### src/hw/rtl/pgb_pkg.sv
// Shared constants, codes and types of the proportional glyph blitter.
`default_nettype none

package pgb_pkg;

  localparam int SCREEN_WIDTH_DEF     = 640;
  localparam int ROW_BYTES_DEF        = 80;
  localparam int FONT_STORE_BYTES_DEF = 4096;
  localparam int GLYPH_ROWS_DEF       = 16;

  localparam logic [7:0] CODE_END      = 8'h00;
  localparam logic [7:0] CODE_FIRST    = 8'h20;
  localparam logic [7:0] CODE_LAST     = 8'h7E;
  localparam logic [7:0] CODE_FALLBACK = 8'h3F;
  localparam logic [7:0] CODE_SPACE    = 8'h20;

  localparam int ADVANCE_BASE = 32;
  localparam int BITMAP_BASE  = 128;
  localparam int GLYPH_COUNT  = 95;

  localparam int CFG_IDX_W  = 1;
  localparam int CFG_DATA_W = 11;

  localparam logic [CFG_IDX_W-1:0] CFG_VRAM_LINES   = 1'b0;
  localparam logic [CFG_IDX_W-1:0] CFG_FONT_PRESENT = 1'b1;

  localparam logic [CFG_DATA_W-1:0] VRAM_LINES_RST = 11'd400;

  typedef enum logic [1:0] {
    FUNC_FONT  = 2'd0,
    FUNC_START = 2'd1,
    FUNC_DRAW  = 2'd2
  } func_t;

  typedef struct packed {
    logic [7:0] lo;
    logic [7:0] hi;
    logic [2:0] shift;
    logic [1:0] sel;
  } mask_req_t;

endpackage

`default_nettype wire

### src/hw/rtl/pgb_mask.sv
// Shared funnel shifter that cuts one glyph row into a shifted VRAM mask byte.
`default_nettype none

module pgb_mask
  import pgb_pkg::*;
(
  input  wire mask_req_t  req,
  output logic     [7:0]  mask
);

  logic [23:0] row_w;

  always_comb begin
    row_w = {req.lo, req.hi, 8'h00} >> req.shift;
    case (req.sel)
      2'd0:    mask = row_w[23:16];
      2'd1:    mask = row_w[15:8];
      2'd2:    mask = row_w[7:0];
      default: mask = 8'h00;
    endcase
  end

endmodule

`default_nettype wire
### config.mk
export PLATFORM = sky130hd
export DESIGN_NAME = pgb_mask
export DESIGN_NICKNAME = d
export VERILOG_FILES = /design/src/hw/rtl/pgb_pkg.sv /design/src/hw/rtl/pgb_mask.sv
export SDC_FILE = /design/constraint.sdc
export NUM_CORES = 1
export LEC_CHECK = 0
export ABC_AREA = 1
export BUFFER_PORTS_ARGS = -buffer_cell sky130_fd_sc_hd__buf_2
export CAP_MARGIN = 20
export CORE_MARGIN = 2
export CORE_UTILIZATION = 44
export DETAILED_ROUTE_END_ITERATION = 10
export PLACE_DENSITY = 0.73
export SETUP_SLACK_MARGIN = 0.2
export SYNTH_ARGS = -nofsm -noshare
export SYNTH_HDL_FRONTEND = slang
export SYNTH_SLANG_ARGS = --single-unit
export TNS_END_PERCENT = 100
### constraint.sdc
create_clock -name vclk -period 1.4
set_clock_uncertainty 0.2 [all_clocks]
set_input_delay 0.14 -clock vclk [all_inputs]
set_output_delay 0.14 -clock vclk [all_outputs]
set_load 0.02 [all_outputs]
* Word-level counts from Yosys, hierarchy flattened
Cells that the tools add are included.
** Cells by class
- $add $sub $neg :: 0
- Multiply operators :: 0
- Divide/modulo/power cells :: 0
- Magnitude comparators :: 0
- Eq/ne operators :: 2
- Shift operators :: 1
- Multiplexer cells :: 1
- Bitwise gates (word level) :: 0
- Reduce and logical (&&, ||, !) cells :: 1
** Operator list (number)
- one-hot mux 8 bit (3 select lines) :: 1
- right shift 24 x 3 -> 24 bit :: 1
- == test 2 x 1 -> 1 bit, second input constant :: 1
- == test 2 bit, second input constant :: 1
- zero test 2 bit :: 1
** Storage, ports and cells
- Flip-flop bits (word level) :: 0
- Bits in latches :: 0
- RAM bits :: 0
- Memory bits (read-only) :: 0
- Bits of input ports :: 21
- Output and inout port bits :: 8
- Word-level logic and storage cells :: 5
- Memories :: 0

* Longest topological paths before layout
- Depth in word-level cells :: 2
- Gate-level depth with buffers :: 9
- Gate-level depth less buffers :: 9

* Least setup slack after synthesis
Ideal clock, no wire load.
- Path kind :: input-to-output
- Start point :: input port req[3] (netlist bit)
- End point :: output port mask[3]
- Arrival time :: 0.899 ns
- Required time :: 1.060 ns
- Path slack :: 0.161 ns
- Cell stages on the path :: 7
- Path buffers :: 2
- Path through :: buf_4 buf_4 nand3_1 nand3_1 nand2_1 nand2_1 nand3_1
** Between the ends
- Cells in the longest elaborated chain, start to end :: 2
** Ends and longest elaborated chain
- from (decl) :: line pgb_mask.sv:7 : input wire mask_req_t req,
- right shift 24 x 3 -> 24 bit :: line pgb_mask.sv:14 : row_w = {req.lo, req.hi, 8'h00} >> req.shift;
- one-hot mux 8 bit (3 select lines) :: line pgb_mask.sv:15 : case (req.sel)
- to (decl) :: line pgb_mask.sv:8 : output logic [7:0] mask
No other way between the ends.

* Final worst setup path
- Start point :: input port req[2] (netlist bit)
- End point :: output port mask[2]
The elaborated chain is that of the path after synthesis.

==> qor.csv <==
stage,metric,value,unit
synth,Post-Syn Nets,198,
job,number of max-cap violations,0,
routing,1st-iter DRT viols,124,
synth,Post-Syn Instances,177,
global_route,largest net degree at the start of global routing,20,
synth,post-synthesis sequential area ratio,0,
timing,final hold viol count,0,
global_route,grt ovf,0,
floorplanning,Die ar.,2137,µm²
routing,drt via density,5.949,
routing,drt first pass iters,6,
critical_path,"Max FO, Critical Path",6,
timing,fmax,715.7,MHz
finish,Final Core Density,0.7758,
timing,# setup viols final,0,
placed_design,post-placement cell area,1031,µm²
finish,fillers,129,
timing,max_slew headroom,0.8291,
power_and_ir_drop,power density over cell area,372.5,nW/µm²
global_route,first-pass GRT wire length,5168,µm
power_and_ir_drop,worst vdd ir,0.2302,mV
min_path,worst hold path class,in -> out,
finish,# clk buffers,0,
floorplanning,# rows,15,
finish,"Design Area, Final",1325,µm²
critical_path,crit path capture type,output pin,
finish,area of the multi-input gates,835.8,µm²
finish,"commonest non-fill, non-tap cells in the layout","nand2_1 (67), nand3_1 (38), buf_2 (19)",
timing,final worst path period share,0.9980,
floorplanning,Die Ht,46.23,µm
floorplanning,Starting Density,0.4593,
cts,hold_buf cts,0,
global_route,number of global-route vias before repair,1220,
routing,post-route ant nets,0,
finish,sequential cell count,0,
routing,via count,1410,
finish,Area Growth Syn to Fin,68.90,%
finish,Ant. Diodes,0,
finish,FF+latch area,0,µm²
critical_path,Arrival @ worst endpoint,1.06,ns
timing,minimum clock period after layout,1.397,ns
synth,"Avg Cell Area, Syn",4.432,µm²
status,status,"finished, final reports clean",
critical_path,Setup crit start kind,input port,
synth,Synthesis Warnings,0,
timing,Least-Margin Pin Slew,0.2552,ns
timing,final setup TNS,0,ns
placed_design,Placer Congestion,0.8790,
critical_path,CP Class,in -> out,
placed_design,placed wire-length estimate,2084,µm
synth,Post-Syn Area,784.5,µm²
power_and_ir_drop,Leak Pwr,0.7753,nW
finish,final net count,235,
finish,"commonest non-fill, non-tap cell in the layout",nand2_1,
global_route,Global Route Usage Sum,0.3222,
timing,RSZ-0062 raised after global routing,yes,
routing,DRC violations left,0,
routing,Wirelength per Cell,14.51,µm
finish,share of post-route cells with drive strength above 1,0.4104,
critical_path,worst path required time,1.06,ns
routing,drt total wl,3440,µm
global_route,initial antenna violation count,0,
floorplanning,I/O pin total,29,
floorplanning,die width,46.23,µm
placed_design,# port buffers,29,
timing,Slew Limit Fails,0,
floorplanning,area of the core,1708,µm²
synth,Netlist cell types,13,
## per-layer routing
layer  track usage  share of wire  up-vias
li1              -              -      652
met1        0.3931           0.35      618
met2        0.5694           0.50      111
met3       0.02353          0.099       29
met4        0.1371          0.049        0
met5             0              0        -
## metrics by stage
stage	setup slack, ns	power (mW)	instances	hold slack, ns
after floorplan	0.2171	0.2422	177	0.3302
after global placement	-0.1221	0.3518	234	0.6060
after detailed placement	-0.1427	0.3570	234	0.6338
after CTS	0.05654	0.4490	237	0.5597
after global routing	-0.08235	0.5309	237	0.5983
final	0.002836	0.4936	237	0.5765
## cell families (layout without fill, tap and decap cells)
logic type             after synthesis  after routing  share of synthesized area
AND/OR/NAND/NOR                    152            152                     0.8341
buffers and inverters               23             58                     0.1499
AO/OA/AOI/OAI                        2              2                    0.01595
## Yosys cell counts
| master | count | share of area |
|---|---|---|
| o211ai_1 | 1 | 0.0096 |
| buf_4 | 3 | 0.029 |
| inv_1 | 10 | 0.048 |
| nand3_1 | 53 | 0.34 |
| nand4_1 | 6 | 0.048 |
| o21ai_0 | 1 | 0.0064 |
| clkinv_1 | 1 | 0.0048 |
| buf_2 | 4 | 0.026 |
| buf_6 | 2 | 0.029 |
| nand2_2 | 1 | 0.0080 |
| nand2_1 | 88 | 0.42 |
| inv_2 | 3 | 0.014 |
| nor2_1 | 4 | 0.019 |
## where the power goes
| part | switching (mW) | internal (mW) |
|---|---|---|
| Clock | 0 | 0 |
| Sequential | 0 | 0 |
| Combinational | 0.285 | 0.209 |
| Total | 0.285 | 0.209 |
## worst max-delay path: stages
cell and delay [ns]:
buf_12 0.12, buf_12 0.14, nand2_2 0.06, nand2_1 0.06, nand2_1 0.07, nand2_1 0.07, nand2_1 0.07, nand2_1 0.06
nand2_1 0.07, nand3_2 0.06, buf_6 0.13
## worst paths after layout
kind | start | endpoint | slack (ns) | cells after the start
worst min-delay path | req[2] | mask[2] | 0.58 | 5
worst max-delay path | req[2] | mask[2] | 0.003 | 11
## layout make-up
type / instances / area share
Tap cell: 25 / 0.02361
Timing Repair Buffer: 44 / 0.2946
Multi-Input combinational cell: 154 / 0.6308
Inverter: 14 / 0.05099
## repair_timing
| item | CTS | global route |
|---|---|---|
| pin swaps | 9 | 13 |
| buffers inserted | 1 | 0 |
| gates cloned | 2 | 0 |
| endpoints found under the setup margin | 8 | 8 |
| gates resized for setup | 58 | 19 |
Note: power is estimated with default switching activity, not from simulation.
